<file path="config.mk">
export PLATFORM = sky130hd
export DESIGN_NAME = alp_head
export DESIGN_NICKNAME = d
export VERILOG_FILES = /design/src/hdl/alp_pkg.sv /design/src/hdl/alp_head.sv
export SDC_FILE = /design/constraint.sdc
export NUM_CORES = 1
export LEC_CHECK = 0
export BUFFER_PORTS_ARGS = -buffer_cell sky130_fd_sc_hd__buf_2
export CORE_AREA = 2 2 159 161
export DETAILED_ROUTE_END_ITERATION = 10
export DIE_AREA = 0 0 161 163
export PLACE_DENSITY = 0.54
export SKIP_LAST_GASP = 1
export SLEW_MARGIN = 20
export SYNTH_ARGS = -nofsm -noshare
export SYNTH_HDL_FRONTEND = slang
export SYNTH_SLANG_ARGS = --single-unit
</file>
<file path="constraint.sdc">
create_clock -name vclk -period 2.8
set_clock_uncertainty 0.15 [all_clocks]
set_input_delay 0.28 -clock vclk [all_inputs]
set_output_delay 0.28 -clock vclk [all_outputs]
set_load 0.02 [all_outputs]
</file>
<file path="src/hdl/alp_pkg.sv">
// ---------------------------------------------------------------------------
// alp_pkg
// Shared types, codes and helpers for the address lease pool.
// ---------------------------------------------------------------------------
package alp_pkg;

	localparam int POOL_ENTRIES = 256;
	localparam int CNT_W        = $clog2(POOL_ENTRIES + 1);

	localparam logic [1:0] OP_DISCOVER = 2'd0;
	localparam logic [1:0] OP_REQUEST  = 2'd1;
	localparam logic [1:0] OP_RELEASE  = 2'd2;

	localparam logic [1:0] ST_OK       = 2'd0;
	localparam logic [1:0] ST_NOFREE   = 2'd1;
	localparam logic [1:0] ST_NOTFOUND = 2'd2;
	localparam logic [1:0] ST_RENEWED  = 2'd3;

	localparam logic [1:0] REG_NETWORK = 2'd0;
	localparam logic [1:0] REG_PREFIX  = 2'd1;
	localparam logic [1:0] REG_GATEWAY = 2'd2;
	localparam logic [1:0] REG_LEASE   = 2'd3;

	localparam logic [31:0] NETWORK_RST = 32'hC0A8_0000;
	localparam logic [4:0]  PREFIX_RST  = 5'd24;
	localparam logic [31:0] GATEWAY_RST = 32'hC0A8_0001;
	localparam logic [31:0] LEASE_RST   = 32'd3600;

	typedef struct packed {
		logic        free;
		logic [47:0] owner;
		logic [31:0] expiry;
	} entry_t;

	typedef struct packed {
		logic        active;
		logic [1:0]  op;
		logic [47:0] mac;
		logic [31:0] now;
		logic [31:0] bind_exp;
		logic [31:0] lease;
		logic [31:0] addr;
		logic [31:0] cmp_addr;
		logic [31:0] gateway;
		logic        server_zero;
	} head_ctl_t;

	typedef struct packed {
		logic       hit;
		logic [1:0] status;
	} head_res_t;

	function automatic logic [31:0] pool_base(input logic [31:0] net, input logic [4:0] p);
		logic [5:0]  sh;
		logic [63:0] mask;
		sh   = 6'd32 - {1'b0, p};
		mask = 64'hFFFF_FFFF << sh;
		return net & mask[31:0];
	endfunction

	function automatic logic [CNT_W-1:0] pool_size(input logic [4:0] p);
		logic [5:0]  sh;
		logic [63:0] hosts;
		sh    = 6'd32 - {1'b0, p};
		hosts = (64'd1 << sh) - 64'd2;
		if (hosts > 64'(POOL_ENTRIES)) begin
			return CNT_W'(POOL_ENTRIES);
		end
		return hosts[CNT_W-1:0];
	endfunction

endpackage

</file>
<file path="src/hdl/alp_head.sv">
// ---------------------------------------------------------------------------
// alp_head
// Lease decision for the entry at the head of the ring in the current step.
// ---------------------------------------------------------------------------
module alp_head (
	input  alp_pkg::entry_t   ent,
	input  alp_pkg::head_ctl_t ctl,
	output alp_pkg::entry_t   ent_nxt,
	output alp_pkg::head_res_t res
);

	logic live;

	assign live = !ent.free && (ctl.now < ent.expiry) && (ent.owner == ctl.mac);

	always_comb begin
		ent_nxt    = ent;
		res.hit    = 1'b0;
		res.status = alp_pkg::ST_OK;
		if (ctl.active) begin
			unique case (ctl.op)
				alp_pkg::OP_DISCOVER: begin
					if (ctl.addr != ctl.gateway) begin
						if (live) begin
							res.hit = 1'b1;
						end else if (ent.free || (ctl.now >= ent.expiry)) begin
							ent_nxt.free = 1'b0;
							res.hit      = 1'b1;
						end
					end
				end
				alp_pkg::OP_REQUEST: begin
					if (ctl.addr == ctl.cmp_addr) begin
						res.hit = 1'b1;
						if (ctl.server_zero) begin
							ent_nxt.expiry = ent.expiry + ctl.lease;
							res.status     = alp_pkg::ST_RENEWED;
						end else if (!live) begin
							ent_nxt.owner  = ctl.mac;
							ent_nxt.expiry = ctl.bind_exp;
						end
					end
				end
				alp_pkg::OP_RELEASE: begin
					if ((ctl.addr == ctl.cmp_addr) && (ent.owner == ctl.mac)) begin
						ent_nxt.free   = 1'b1;
						ent_nxt.owner  = '0;
						ent_nxt.expiry = '0;
						res.hit        = 1'b1;
					end
				end
				default: begin
				end
			endcase
		end
	end

endmodule

</file>
=== After elaboration in Yosys (flattened, before gate mapping) ===
Index checks and enable logic that the tools add are counted.

* Bits in registers: 0
* Logic and storage cells: 34
* Input bits: 325
* Output and inout bits: 84

* Mux-type cells: 20
* Reduce and logical (&&, ||, !) cells: 6
* Add/sub/neg operators: 1
* Equality and inequality tests: 5
* Order comparisons: 2

{| class="wikitable"
|+ Operators by type and width
! operator !! count
|-
| $mux 81 || 2
|-
| $mux 80 || 2
|-
| $pmux 80 s2 || 1
|-
| $eq 48x48->1 || 1
|-
| $mux 48 || 1
|-
| $add 32x32->32 || 1
|-
| $eq 32x32->1 || 1
|-
| $ge 32x32->1 || 1
|-
| $lt 32x32->1 || 1
|-
| $mux 32 || 1
|-
| $ne 32x32->1 || 1
|-
| $mux 1 || 7
|-
| $mux 3 || 2
|-
| $mux 2 || 2
|-
| $logic_and 1x1->1 || 3
|-
| $pmux 1 s3 || 1
|-
| $eq 2x1->1 const B || 1
|-
| $eq 2x2->1 const B || 1
|-
| $logic_not 2->1 || 1
|-
| $pmux 1 s2 || 1
|-
| $logic_not 1->1 || 1
|-
| $logic_or 1x1->1 || 1
|}

=== Longest topological paths before layout ===
* Depth after elaboration: 8
* Mapped depth: 14
* Gate-level depth less buffers: 13

=== Worst setup path before layout ===
Ideal clock, no wire load.

* Path type: in2out
* From: input port ent[0] (netlist bit)
* To: output port ent_nxt[16] (netlist bit)
* Required time: 2.370 ns
* Setup slack: -0.287 ns
* Arrival: 2.657 ns
* Stages: 13
* Path buffers: 0
* Cells stage by stage: ha_1 -> inv_1 -> fa_1 -> nor2b_1 -> o31ai_1 -> a211oi_1 -> nor3_1 -> o21ai_0 -> a31oi_1 -> xor2_1 -> a2bb2oi_1 -> o21ai_0 -> a22oi_1

{| class="wikitable"
|+ RTL lines
! element !! RTL line !! text
|-
| start, declared || alp_head.sv:6 || <nowiki>input alp_pkg::entry_t ent,</nowiki>
|-
| end, declared || alp_head.sv:8 || <nowiki>output alp_pkg::entry_t ent_nxt,</nowiki>
|}

==> metrics.txt <==
outcome finished with violations; violated checks setup timing; starting utilization of the core area 20.6%; slowest library cell on the worst path nor4_4; layout cells sized above 1 60.8%; maximum fanout count along the critical path 3; worst min-delay path category in -> out; drc violations 0; total number of yosys warnings 0; standard-cell row count 58; relative max-transition margin 70.6%; vertical die dimension 163 um; fraction of power spent switching nets 47.3%; largest net degree at the start of global routing 19; final hold violation count 0; global placement routability congestion 0.941; number of hold-repair buffers added at the cts stage 0; fraction of power consumed by combinational cells 100.0%; Max Slew Vio Count 0; non-filler cells in the finished layout 1710; Final Total Pwr 2100 uW; Port-buffer cells 409; placed insts 1667; post-route fraction of the period consumed by the critical path 119%; Reg power frac 0%; core area 24700 um^2; Least-Margin Pin Slew 0.437 ns; setup repair after global routing missed its margin true; number of clock buffers in the layout 0; total grt overflow 0; DPL Wire Length 27000 um; detail-routed via count per cell 4.69; worst supply voltage drop on vdd 0.0000986 V; Net Switching 992 uW; endpoints failing setup 81; Netlist Area Pre-Place 5070 um^2; cell area after placement 9690 um^2; Final TNS setup -36.94 ns; total detailed-routing wirelength 32300 um; Top Ports 409; cell leakage power 0.00580 uW; critical path class in -> out; PD cells 182 nW/um^2; worst stage delay on the critical path 0.36 ns; number of instances in the synthesized netlist 703; design internal power 1110 uW; cell occurring most often along the worst timing path buf_6; CP endpoint kind output pin; layout sequential cell count 0; worst-path cell chain buf_2, xor2_1, nor4_4, buf_4, nand4_1, nor3_2, buf_4, nor3b_4, buf_6, buf_6, mux2_4, nand2_2, o41ai_2, a22o_1, buf_6; final core utilization 46.6%; GRT Overall Usage 23.2%; Worst setup SP type input pin; nets in the synthesized netlist 1096; Design Area, Final 11500 um^2; Die W 161 um; number of global-route vias before repair 8270; final net count 1771; initial antenna violation count 8; required time of the critical path 2.37 ns; iteration-0 DRC count of the detailed router 339; Via Count 8017; distinct cell type count of the synthesized netlist 61; layout overhead on the synthesized area 127%; reported max-cap violation count 0; global-route wire length before repair 47100 um; total area of sequential cells 0 um^2; floorplan die area 26200 um^2; arrival time reported for the critical path endpoint 2.89 ns; final worst path period need 3.32 ns; antenna violation net count after detailed routing 0; Setup WS post-layout -0.523 ns; Clk network pwr share 0%; Avg Synthesized Cell Area 7.21 um^2; FMAX 301 MHz; average wire per standard cell 18.9 um; part of the Yosys area used for sequential elements 0%; number of detailed-route iterations in the first pass 7
-- power groups by stage --
stage	registers, uW	clock network (uW)	logic [uW]
floorplan	0	0	851
global placement	0	0	1760
detailed placement	0	0	1760
CTS	0	0	2040
global route	0	0.0000957	2250
finish	0	0.000192	2100
-- layer usage --
metal,wire length (um),vias to the layer above,track usage (%)
li1,-,3988,-
met1,12800,3683,26.7
met2,16400,292,43.5
met3,2370,46,4.97
met4,797,8,5.88
met5,48,-,0
-- final cells by class --
cell class,count,area (um^2)
antenna,4,10.0
fill,2476,13200
inverter,48,205
multi-input combinational,629,5660
tap,330,413
timing repair buffer,699,5220
-- worst max-delay path, delay by kind of cell --
family | cells | cell delay (ns)
AO/OA/AOI/OAI | 2 | 0.27
XOR/XNOR | 1 | 0.18
AND/OR/NAND/NOR | 5 | 0.99
multiplexers | 1 | 0.29
buffers and inverters | 6 | 0.86
-- cell usage after synthesis, types with 3 or more instances --
library cell | n | share of area, %
a211oi_1 | 4 | 0.59
a21o_1 | 30 | 4.4
a21oi_1 | 55 | 5.4
a221o_1 | 4 | 0.79
a22o_1 | 50 | 8.6
a22oi_1 | 10 | 1.5
a31oi_1 | 8 | 0.99
and2_1 | 4 | 0.49
and3_1 | 7 | 0.86
buf_2 | 9 | 0.89
buf_4 | 5 | 0.74
clkbuf_1 | 9 | 0.67
ha_1 | 67 | 17
inv_1 | 47 | 3.5
nand2_1 | 43 | 3.2
nand2b_1 | 5 | 0.62
nand3_1 | 6 | 0.59
nand4_1 | 23 | 2.8
nor2_1 | 21 | 1.6
nor2b_1 | 6 | 0.74
nor3_1 | 15 | 1.5
nor4_1 | 22 | 2.7
o2111ai_1 | 3 | 0.52
o21a_1 | 7 | 1.0
o21ai_0 | 48 | 4.7
o21bai_1 | 4 | 0.59
o31ai_1 | 4 | 0.59
or3_1 | 5 | 0.62
xnor2_1 | 45 | 7.8
xor2_1 | 93 | 16
-- what timing repair did --
action                                  in CTS  in global routing
setup buffers                               23                  8
endpoints found under the setup margin      81                 81
gates cloned                                13                  0
pin swaps                                   83                 45
gates resized for setup                    277                 61
-- worst paths after layout --
| kind | from | to | slack, ns | cells after the start |
|---|---|---|---|---|
| worst max-delay path | ctl[198] | ent_nxt[30] | -0.52 | 15 |
| worst min-delay path | ctl[133] | ent_nxt[4] | 0.75 | 3 |
-- per-stage QoR --
stage / hold slack (ns) / setup WS [ns]
final: 0.748 / -0.523
after detailed placement: 0.752 / -0.836
after floorplan: 0.536 / -0.0751
after CTS: 0.742 / -0.559
after global placement: 0.760 / -0.824
after global routing: 0.760 / -0.662
-- layout by cell type, fill, tap and decap left out, drive strengths merged, types with 3 or more instances in the layout --
master   count
buf        699
xor2        93
ha          67
a21oi       55
a22o        50
o21ai       50
inv         48
xnor2       45
nand2       45
a21o        30
nor4        24
nand4       23
nor2        21
nor3        16
a22oi       10
a31oi        8
o21a         7
and3         7
nor2b        6
nand3        6
nand2b       5
or3          5
diode        4
o21bai       4
a221o        4
o31ai        4
nor3b        4
a211oi       4
and2         4
o2111ai      3
-- cell families after synthesis --
kind of cell	share of synthesized area (%)
mux	0.617
buf+inv	6.66
simple gates	18.5
compound gates	33.5
fa+ha+maj	16.9
xor+xnor	23.8
Power figures use the tool's default switching activity.
