**config.mk**
```make
export PLATFORM = sky130hd
export DESIGN_NAME = alp_cell
export DESIGN_NICKNAME = d
export VERILOG_FILES = /design/src/hdl/alp_pkg.sv /design/src/hdl/alp_cell.sv
export SDC_FILE = /design/constraint.sdc
export NUM_CORES = 1
export LEC_CHECK = 0
export ABC_AREA = 0
export BUFFER_PORTS_ARGS = -buffer_cell sky130_fd_sc_hd__buf_2
export CORE_ASPECT_RATIO = 0.75
export CORE_MARGIN = 10
export CORE_UTILIZATION = 33
export DETAILED_ROUTE_END_ITERATION = 8
export HOLD_SLACK_MARGIN = 0.15
export MAX_ROUTING_LAYER = met4
export PLACE_DENSITY = 0.68
export SLEW_MARGIN = 10
export SYNTH_ARGS = -nofsm -noshare
export SYNTH_HDL_FRONTEND = slang
export SYNTH_SLANG_ARGS = --single-unit
```
**constraint.sdc**
```tcl
create_clock -name clk -period 0.8 [get_ports clk]
set_input_delay 0.12 -clock clk [delete_from_list [all_inputs] [get_ports clk]]
set_output_delay 0.12 -clock clk [all_outputs]
set_load 0.01 [all_outputs]
```
**src/hdl/alp_pkg.sv**
```systemverilog
// ---------------------------------------------------------------------------
// alp_pkg
// Shared types, codes and helpers for the address lease pool.
// ---------------------------------------------------------------------------
package alp_pkg;

	localparam int POOL_ENTRIES = 256;
	localparam int CNT_W        = $clog2(POOL_ENTRIES + 1);

	localparam logic [1:0] OP_DISCOVER = 2'd0;
	localparam logic [1:0] OP_REQUEST  = 2'd1;
	localparam logic [1:0] OP_RELEASE  = 2'd2;

	localparam logic [1:0] ST_OK       = 2'd0;
	localparam logic [1:0] ST_NOFREE   = 2'd1;
	localparam logic [1:0] ST_NOTFOUND = 2'd2;
	localparam logic [1:0] ST_RENEWED  = 2'd3;

	localparam logic [1:0] REG_NETWORK = 2'd0;
	localparam logic [1:0] REG_PREFIX  = 2'd1;
	localparam logic [1:0] REG_GATEWAY = 2'd2;
	localparam logic [1:0] REG_LEASE   = 2'd3;

	localparam logic [31:0] NETWORK_RST = 32'hC0A8_0000;
	localparam logic [4:0]  PREFIX_RST  = 5'd24;
	localparam logic [31:0] GATEWAY_RST = 32'hC0A8_0001;
	localparam logic [31:0] LEASE_RST   = 32'd3600;

	typedef struct packed {
		logic        free;
		logic [47:0] owner;
		logic [31:0] expiry;
	} entry_t;

	typedef struct packed {
		logic        active;
		logic [1:0]  op;
		logic [47:0] mac;
		logic [31:0] now;
		logic [31:0] bind_exp;
		logic [31:0] lease;
		logic [31:0] addr;
		logic [31:0] cmp_addr;
		logic [31:0] gateway;
		logic        server_zero;
	} head_ctl_t;

	typedef struct packed {
		logic       hit;
		logic [1:0] status;
	} head_res_t;

	function automatic logic [31:0] pool_base(input logic [31:0] net, input logic [4:0] p);
		logic [5:0]  sh;
		logic [63:0] mask;
		sh   = 6'd32 - {1'b0, p};
		mask = 64'hFFFF_FFFF << sh;
		return net & mask[31:0];
	endfunction

	function automatic logic [CNT_W-1:0] pool_size(input logic [4:0] p);
		logic [5:0]  sh;
		logic [63:0] hosts;
		sh    = 6'd32 - {1'b0, p};
		hosts = (64'd1 << sh) - 64'd2;
		if (hosts > 64'(POOL_ENTRIES)) begin
			return CNT_W'(POOL_ENTRIES);
		end
		return hosts[CNT_W-1:0];
	endfunction

endpackage

```
**src/hdl/alp_cell.sv**
```systemverilog
// ---------------------------------------------------------------------------
// alp_cell
// One lease entry of the rotating ring; takes its neighbor's entry (the head's result at the tail) on shift.
// ---------------------------------------------------------------------------
module alp_cell (
	input  logic            clk,
	input  logic            arst_n,
	input  logic            shift,
	input  alp_pkg::entry_t d,
	output alp_pkg::entry_t q
);

	alp_pkg::entry_t entry_q;

	always_ff @(posedge clk or negedge arst_n) begin
		if (!arst_n) begin
			entry_q.free   <= 1'b1;
			entry_q.owner  <= '0;
			entry_q.expiry <= '0;
		end else if (shift) begin
			entry_q <= d;
		end
	end

	assign q = entry_q;

endmodule

```
# Word level (Yosys, flattened, before mapping)
# Index checks and enable logic that the tools add are counted.
dict set report totals {
  regBits 81
  in_bits 84
  out_inout_bits 81
  elab_cells 3
}

# Longest topological paths before layout
# Gate-level depths: netlist of the first run.
dict set report depth {
  word_depth 0
  mapped_depth 3
  ltp_nobuf 1
}

# Worst setup path before layout of the first run
# Ideal clock, no wire load.
dict set report synth_path {
  kind {input-to-reg}
  from {input shift}
  to {register entry_q (netlist bit q[0])}
  setup_ns 0.125
  arrival_time_ns 0.743
  required_ns 0.675
  path_slack_ns -0.068
  cell_stages 3
  n_path_buf 2
  path_cell_list {buf_6 > buf_12 > mux2_4}
}
# item line
set synth_lines {}
lappend synth_lines {{start: declaration} alp_cell.sv:8} ;# input logic shift,
lappend synth_lines {{end: declaration} alp_cell.sv:13} ;# alp_pkg::entry_t entry_q;
# No word-level cell between the ends.

# Worst setup path after layout of the first run
dict set report layout_path {
  from {register entry_q (netlist bit q[80])}
  to {output q[80] (netlist name)}
}
# item line
set layout_lines {}
lappend layout_lines {{end: declaration} alp_cell.sv:10} ;# output alp_pkg::entry_t q
# No word-level cell between the ends.

==> impl_results.md, run 1 <==
- Worst min path class: in2reg
- Total Routing Usage GR: 0.140
- Share of total power in the clock network: 0.349
- R2R Path End: q[40]$_DFFE_PN0P_
- Comb pwr share: 0.241
- Clock tree buffer depth: 2
- Measured slew at the worst slew-check pin: 0.246 ns
- Final period util: 1.37
- WP buf/inv: 1
- Post-DP HPWL: 6320 µm
- Commonest cells after routing, fill and taps aside: buf_2 (110), mux2_4 (80), dfrtp_1 (80)
- DP Worst Slack: -0.215 ns
- Final core occ: 0.601
- Critical path class: reg2out
- Slowest CP cell: dfstp_2
- GRT overflow: 0
- Post-route insts no fill: 601
- Startpoint types: flip-flop
- Row cnt: 32
- First-pass GRT wire length: 15800 µm
- CTS H-tree depth: 3
- Die X: 137 µm
- Most common cell after layout, fill and taps aside: buf_2
- Pwr/cell area: 1920 nW/µm²
- Drt drc: 0
- Area Overhead vs Synth: 79.1%
- DRC violation total after the first TritonRoute iteration: 47
- Initial antenna violation count: 0
- Critical Path Source: q[80]$_DFFE_PN1P_
- Sw Ratio: 0.241
- Data required time of the critical path: 0.68 ns
- Post-synth top area cell: dfrtp_1
- Rel. slew slack: 0.836
- Initial Utilization: 0.336
- CP delay by family, top: flip-flops
- Max Slew Vio Count: 0
- Post-synth net total: 255
- Clock Latency Late Sink: 0.33 ns
- Filler cells: 760
- Max incr delay on CP: 0.55 ns
- Worst-path clk slew: 0.06 ns
- Sequential power share: 0.410
- Die area: 14800 µm²
- Distinct cells, synth: 6
- Max FFs per register: 81
- Vias in the first global route: 3011
- Fmax achieved: 0.915 GHz
- Sequential area share after synthesis: 0.594
- Share of layout cells above drive strength 1: 0.652
- Port bufs: 164
- RR Startpoint: q[40]$_DFFE_PN0P_
- I/O pins: 165
- Pin count of the biggest net entering global routing: 38
- Clock sinks: 81
- RSZ-0062 raised after global routing: true
- Final Hold Viols: 0
- Worst Path Max Fanout: 2
- Worst IR drop on VDD: 0.990 mV
- Share of the synthesized area in the top cell type: 0.587
- Worst r2r path cells: 2
- Final-report setup violation count: 135
- Synthesized area: 3410 µm²
- Num CTS Buffers: 9
- Antenna viol nets, final: 0
- Flops & latches, synth: 81
- Total net switching power: 2830 µW
- Routed WL per cell: 17.5 µm
- Hold_buf cts: 80
- Setup WS post-layout: -0.293 ns
- CTS root buffer: clkbuf_16
- Total power draw: 11700 µW
- DRT Pass-1 Iters: 4
- Routed WL: 10500 µm
- Critical-path cell list: buf_6
- Internal power: 8910 µW
- Cell count after synthesis: 171
- Nets: 544
- Synthesis Warnings: 0
- Diode count: 0
- Core Region: 10200 µm²
- Outcome: finished, violations left
- Leak Pwr: 0.00318 µW
- Gpl congestion: 0.729
- Cells after DPL: 471
- Post-synthesis average cell area: 20.0 µm²
- Clock skew: 0 ns
- Dominant cells by area after synthesis: dfrtp_1 (59%), mux2_4 (35%), buf_12 (4.7%)
- # Max-Cap Violations: 0
- Final min period: 1.09 ns
- Setup TNS: -18.22 ns
- Via/cell ratio: 4.18
- Reg2reg setup slack: -0.13 ns
- Critical path depth in cells: 1
- Failing checks: negative setup slack
- CP arrival: 0.97 ns
- Die height: 108 µm
- Critical Path Sink Type: primary output
- Setup crit end: q[80]
- Routed vias: 2515
- CTS tree: yes
cells in the mapped netlist:
cell	instances
mux2_4	80
dfstp_2	1
dfrtp_1	80
buf_12	8
buf_6	1
mux2_2	1
worst register-to-register path: cells and delay by family, from the launching register on:
kind	cells	cell delay, ns
buf+inv	1	0.13
flops	1	0.43
mux	1	0.25
metrics by stage:
stage | area (µm²) | hold WS, ns
after floorplan | 3420 | -0.176
after global placement | 4350 | -0.0365
after detailed placement | 4350 | -0.0319
after CTS | 5760 | 0.0224
after global routing | 6110 | 0.0213
final | 6110 | 0.0317
layer usage:
| layer | vias up | global-route usage | part of all wire |
|---|---|---|---|
| li1 | 1171 | - | - |
| met4 | 0 | 0.0435 | 0.011 |
| met1 | 1231 | 0.148 | 0.40 |
| met5 | - | - | 0 |
| met2 | 104 | 0.238 | 0.52 |
| met3 | 9 | 0.0547 | 0.069 |
power by group through the flow:
| stage | logic, µW | clock network [µW] | registers (µW) |
|---|---|---|---|
| after floorplan | 856 | 0 | 5000 |
| after global placement | 1830 | 0 | 4800 |
| after detailed placement | 1880 | 0 | 4800 |
| after CTS | 2480 | 4230 | 4750 |
| after global routing | 3010 | 4410 | 4870 |
| final | 2830 | 4090 | 4820 |
worst min path at each step:
stage,start,endpoint,slack (ns),cells past startpoint
after floorplan,arst_n,q[0]$_DFFE_PN0P_,-0.18,0
after global placement,arst_n,q[75]$_DFFE_PN0P_,-0.04,1
after detailed placement,arst_n,q[71]$_DFFE_PN0P_,-0.03,1
after CTS,d[29],q[29]$_DFFE_PN0P_,0.02,2
after global routing,d[35],q[35]$_DFFE_PN0P_,0.02,2
final,d[35],q[35]$_DFFE_PN0P_,0.03,2
timing repair:
item | in CTS | in global routing
gates resized for setup | 13 | 66
setup endpoints to repair | 81 | 143
endpoints found under the hold margin | 162 | 2
setup buffers | 30 | 15
logic make-up (layout without fill, tap and decap cells):
kind of cell,count (synthesis),after routing,synth area share
buffers and inverters,9,303,0.0502
DFF,81,81,0.594
muxes,81,81,0.355
layout make-up:
| class | instances | area, µm² | area share |
|---|---|---|---|
| sequential | 81 | 2030 | 0.332 |
| clock buffer | 12 | 246 | 0.0403 |
| tap | 136 | 170 | 0.0279 |
| multi-input combinational | 81 | 1210 | 0.198 |
| timing repair buffer | 287 | 2400 | 0.393 |
| clock inverter | 4 | 52.6 | 0.00860 |
No activity file was read; power rests on OpenSTA's default activity.
==> run 2, diff against run 1 <==
--- a/config.mk
+++ b/config.mk
@@ -14,6 +14,7 @@
 export HOLD_SLACK_MARGIN = 0.15
 export MAX_ROUTING_LAYER = met4
 export PLACE_DENSITY = 0.68
+export SETUP_SLACK_MARGIN = 0.2
 export SLEW_MARGIN = 10
 export SYNTH_ARGS = -nofsm -noshare
 export SYNTH_HDL_FRONTEND = slang
==> run 2 against run 1 <==
Against the previous run:
- the run ends with negative hold slack, negative setup slack left
- wire length shrank 17%
- maximum frequency is essentially flat
- count of clock-buffer cells in the layout is the same
- global-route usage shrank 2.4 points
- largest cell class is now registers
==> impl_results.md, run 2 (same netlist as run 1, synthesis figures left out) <==
- Filler cells: 883 (+16%)
- I/O pins: 165 (unchanged)
- Critical-path cell list: buf_6
- Via/cell ratio: 4.19 (+0.10%)
- Diode count: 0 (unchanged)
- DRT Pass-1 Iters: 3 (-1)
- R2R Path End: q[65]$_DFFE_PN0P_
- Most common cell after layout, fill and taps aside: buf_2
- Leak Pwr: 0.00275 µW (-14%)
- Final core occ: 0.516 (-0.0851)
- Pwr/cell area: 2150 nW/µm² (+12%)
- Setup TNS: -17.52 ns (+0.695 ns)
- Fmax achieved: 0.915 GHz (about the same)
- Final min period: 1.09 ns (-0.000215 ns)
- Final Hold Viols: 81 (+81)
- Worst min path class: in2async
- M1 WL: 3820 µm (-8.5%)
- Die height: 108 µm (unchanged)
- Die area: 14800 µm² (unchanged)
- DP Worst Slack: -0.215 ns (unchanged)
- Data required time of the critical path: 0.68 ns (about the same)
- Drt drc: 0 (unchanged)
- Worst r2r path cells: 3 (+1)
- Failing checks: negative hold slack, negative setup slack
- GRT overflow: 0 (unchanged)
- Initial Utilization: 0.336 (unchanged)
- Worst Path Max Fanout: 2 (unchanged)
- Outcome: finished, violations left
- Clock skew: 0 ns (unchanged)
- CTS tree: yes
- Commonest cells after routing, fill and taps aside: buf_2 (133), mux2_4 (80), dfrtp_1 (80)
- Pin count of the biggest net entering global routing: 38 (unchanged)
- Antenna viol nets, final: 0 (unchanged)
- Gpl congestion: 0.729 (unchanged)
- DRC violation total after the first TritonRoute iteration: 46 (-2.1%)
- Startpoint types: flip-flop
- Setup WS post-layout: -0.293 ns (+0.000215 ns)
- Final instance area: 5240 µm² (-14%)
- Row cnt: 32 (unchanged)
- Dpl cell area: 4350 µm² (unchanged)
- Measured slew at the worst slew-check pin: 0.247 ns (+0.00102 ns)
- Clock Latency Late Sink: 0.33 ns (about the same)
- Max FFs per register: 81 (unchanged)
- Max Slew Vio Count: 0 (unchanged)
- Routed WL: 8730 µm (-17%)
- Rel. slew slack: 0.836 (about the same)
- Vias in the first global route: 2548 (-15%)
- Worst hold margin: -0.380 ns (-0.412 ns)
- Worst IR drop on VDD: 0.958 mV (-3.2%)
- Slowest CP cell: dfstp_2
- CTS root buffer: clkbuf_16
- RR Startpoint: q[65]$_DFFE_PN0P_
- WP buf/inv: 1 (unchanged)
- Routed WL per cell: 16.5 µm (-5.9%)
- Post-DP HPWL: 6320 µm (unchanged)
- CP arrival: 0.97 ns (about the same)
- Num CTS Buffers: 9 (unchanged)
- Routed vias: 2216 (-12%)
- Nets: 472 (-13%)
- First-pass GRT wire length: 13000 µm (-17%)
- Area Overhead vs Synth: 53.7%
- Critical Path Sink Type: primary output
- Worst-path clk slew: 0.06 ns (about the same)
- Max incr delay on CP: 0.54 ns (about the same)
- DR WL met3: 681 µm (-6.2%)
- CP delay by family, top: flip-flops
- Cells after DPL: 471 (unchanged)
- Met2 wire len: 4130 µm (-25%)
- Reg2reg setup slack: -0.18 ns (-0.05 ns)
- Port bufs: 164 (unchanged)
- Final-report setup violation count: 121 (-10%)
- Die X: 137 µm (unchanged)
- CTS H-tree depth: 3 (unchanged)
- Critical path class: reg2out
- RSZ-0062 raised after global routing: true
- Total Routing Usage GR: 0.116 (-0.0239)
- Clock tree buffer depth: 2 (unchanged)
- Share of layout cells above drive strength 1: 0.791 (+0.140)
- Post-route insts no fill: 529 (-12%)
- Core Region: 10200 µm² (unchanged)
- Final period util: 1.37 (about the same)
- Initial antenna violation count: 0 (unchanged)
- # Max-Cap Violations: 0 (unchanged)
- Clock sinks: 81 (unchanged)
- Highest routed metal layer: met4
## run 2: changes by cell type in the layout (fill, tap and decap cells not counted)
cell and delta:
buf_2 +23, buf_4 -5, buf_6 -10, dlygate4sd3_1 -68, dlymetal6s4s_1 -12
## run 2: area by class of cell
cell class / count / area, µm² / area share
Timing Repair Buffer: 215 / 1530 / 0.293
Clock inverter: 4 / 52.6 / 0.0100
Clock buffer: 12 / 246 / 0.0470
Tap cell: 136 / 170 / 0.0325
Sequential cell: 81 / 2030 / 0.387
Multi-Input combinational cell: 81 / 1210 / 0.231
## run 2: report_power, final
part	switching (µW)	leakage, µW	internal (µW)
clock network	1580	0.000135	2500
logic	840	0.00167	1560
registers	276	0.000946	4520
## run 2: metrics by stage
step / hold slack (ns) / total power [µW]
6_report: -0.380 / 11300
5_1_grt: -0.399 / 11800
4_1_cts: -0.394 / 11200
3_5_place_dp: -0.0319 / 6680
3_3_place_gp: -0.0365 / 6630
2_1_floorplan: -0.176 / 5850
## run 2: worst register-to-register path: cells and delay by family, from the launching register on
family | cells | cell delay, ns
buffers and inverters | 2 | 0.22
muxes | 1 | 0.25
DFF | 1 | 0.40
## run 2: worst max-delay path by stage
| stage | from | end | slack, ns | cells past startpoint |
|---|---|---|---|---|
| floorplan | shift | q[0]$_DFFE_PN0P_ | -0.01 | 3 |
| global placement | shift | q[56]$_DFFE_PN0P_ | -0.20 | 3 |
| detailed placement | shift | q[57]$_DFFE_PN0P_ | -0.21 | 3 |
| CTS | q[80]$_DFFE_PN1P_ | q[80] | -0.32 | 1 |
| global route | q[80]$_DFFE_PN1P_ | q[80] | -0.34 | 1 |
| finish | q[80]$_DFFE_PN1P_ | q[80] | -0.29 | 1 |
## run 2: routing by layer
layer	vias to the layer above	global-route usage
met4	0	0.0405
met5	-	-
met1	1086	0.135
li1	1027	-
met2	95	0.177
met3	8	0.0500
## run 2: repair_timing
| item | in CTS | in global routing |
|---|---|---|
| endpoints found under the setup margin | 162 | 162 |
| setup buffers | 30 | 12 |
| gates cloned | 0 | 0 |
| resized for setup | 17 | 38 |
| hold endpoints to repair | 162 | 162 |
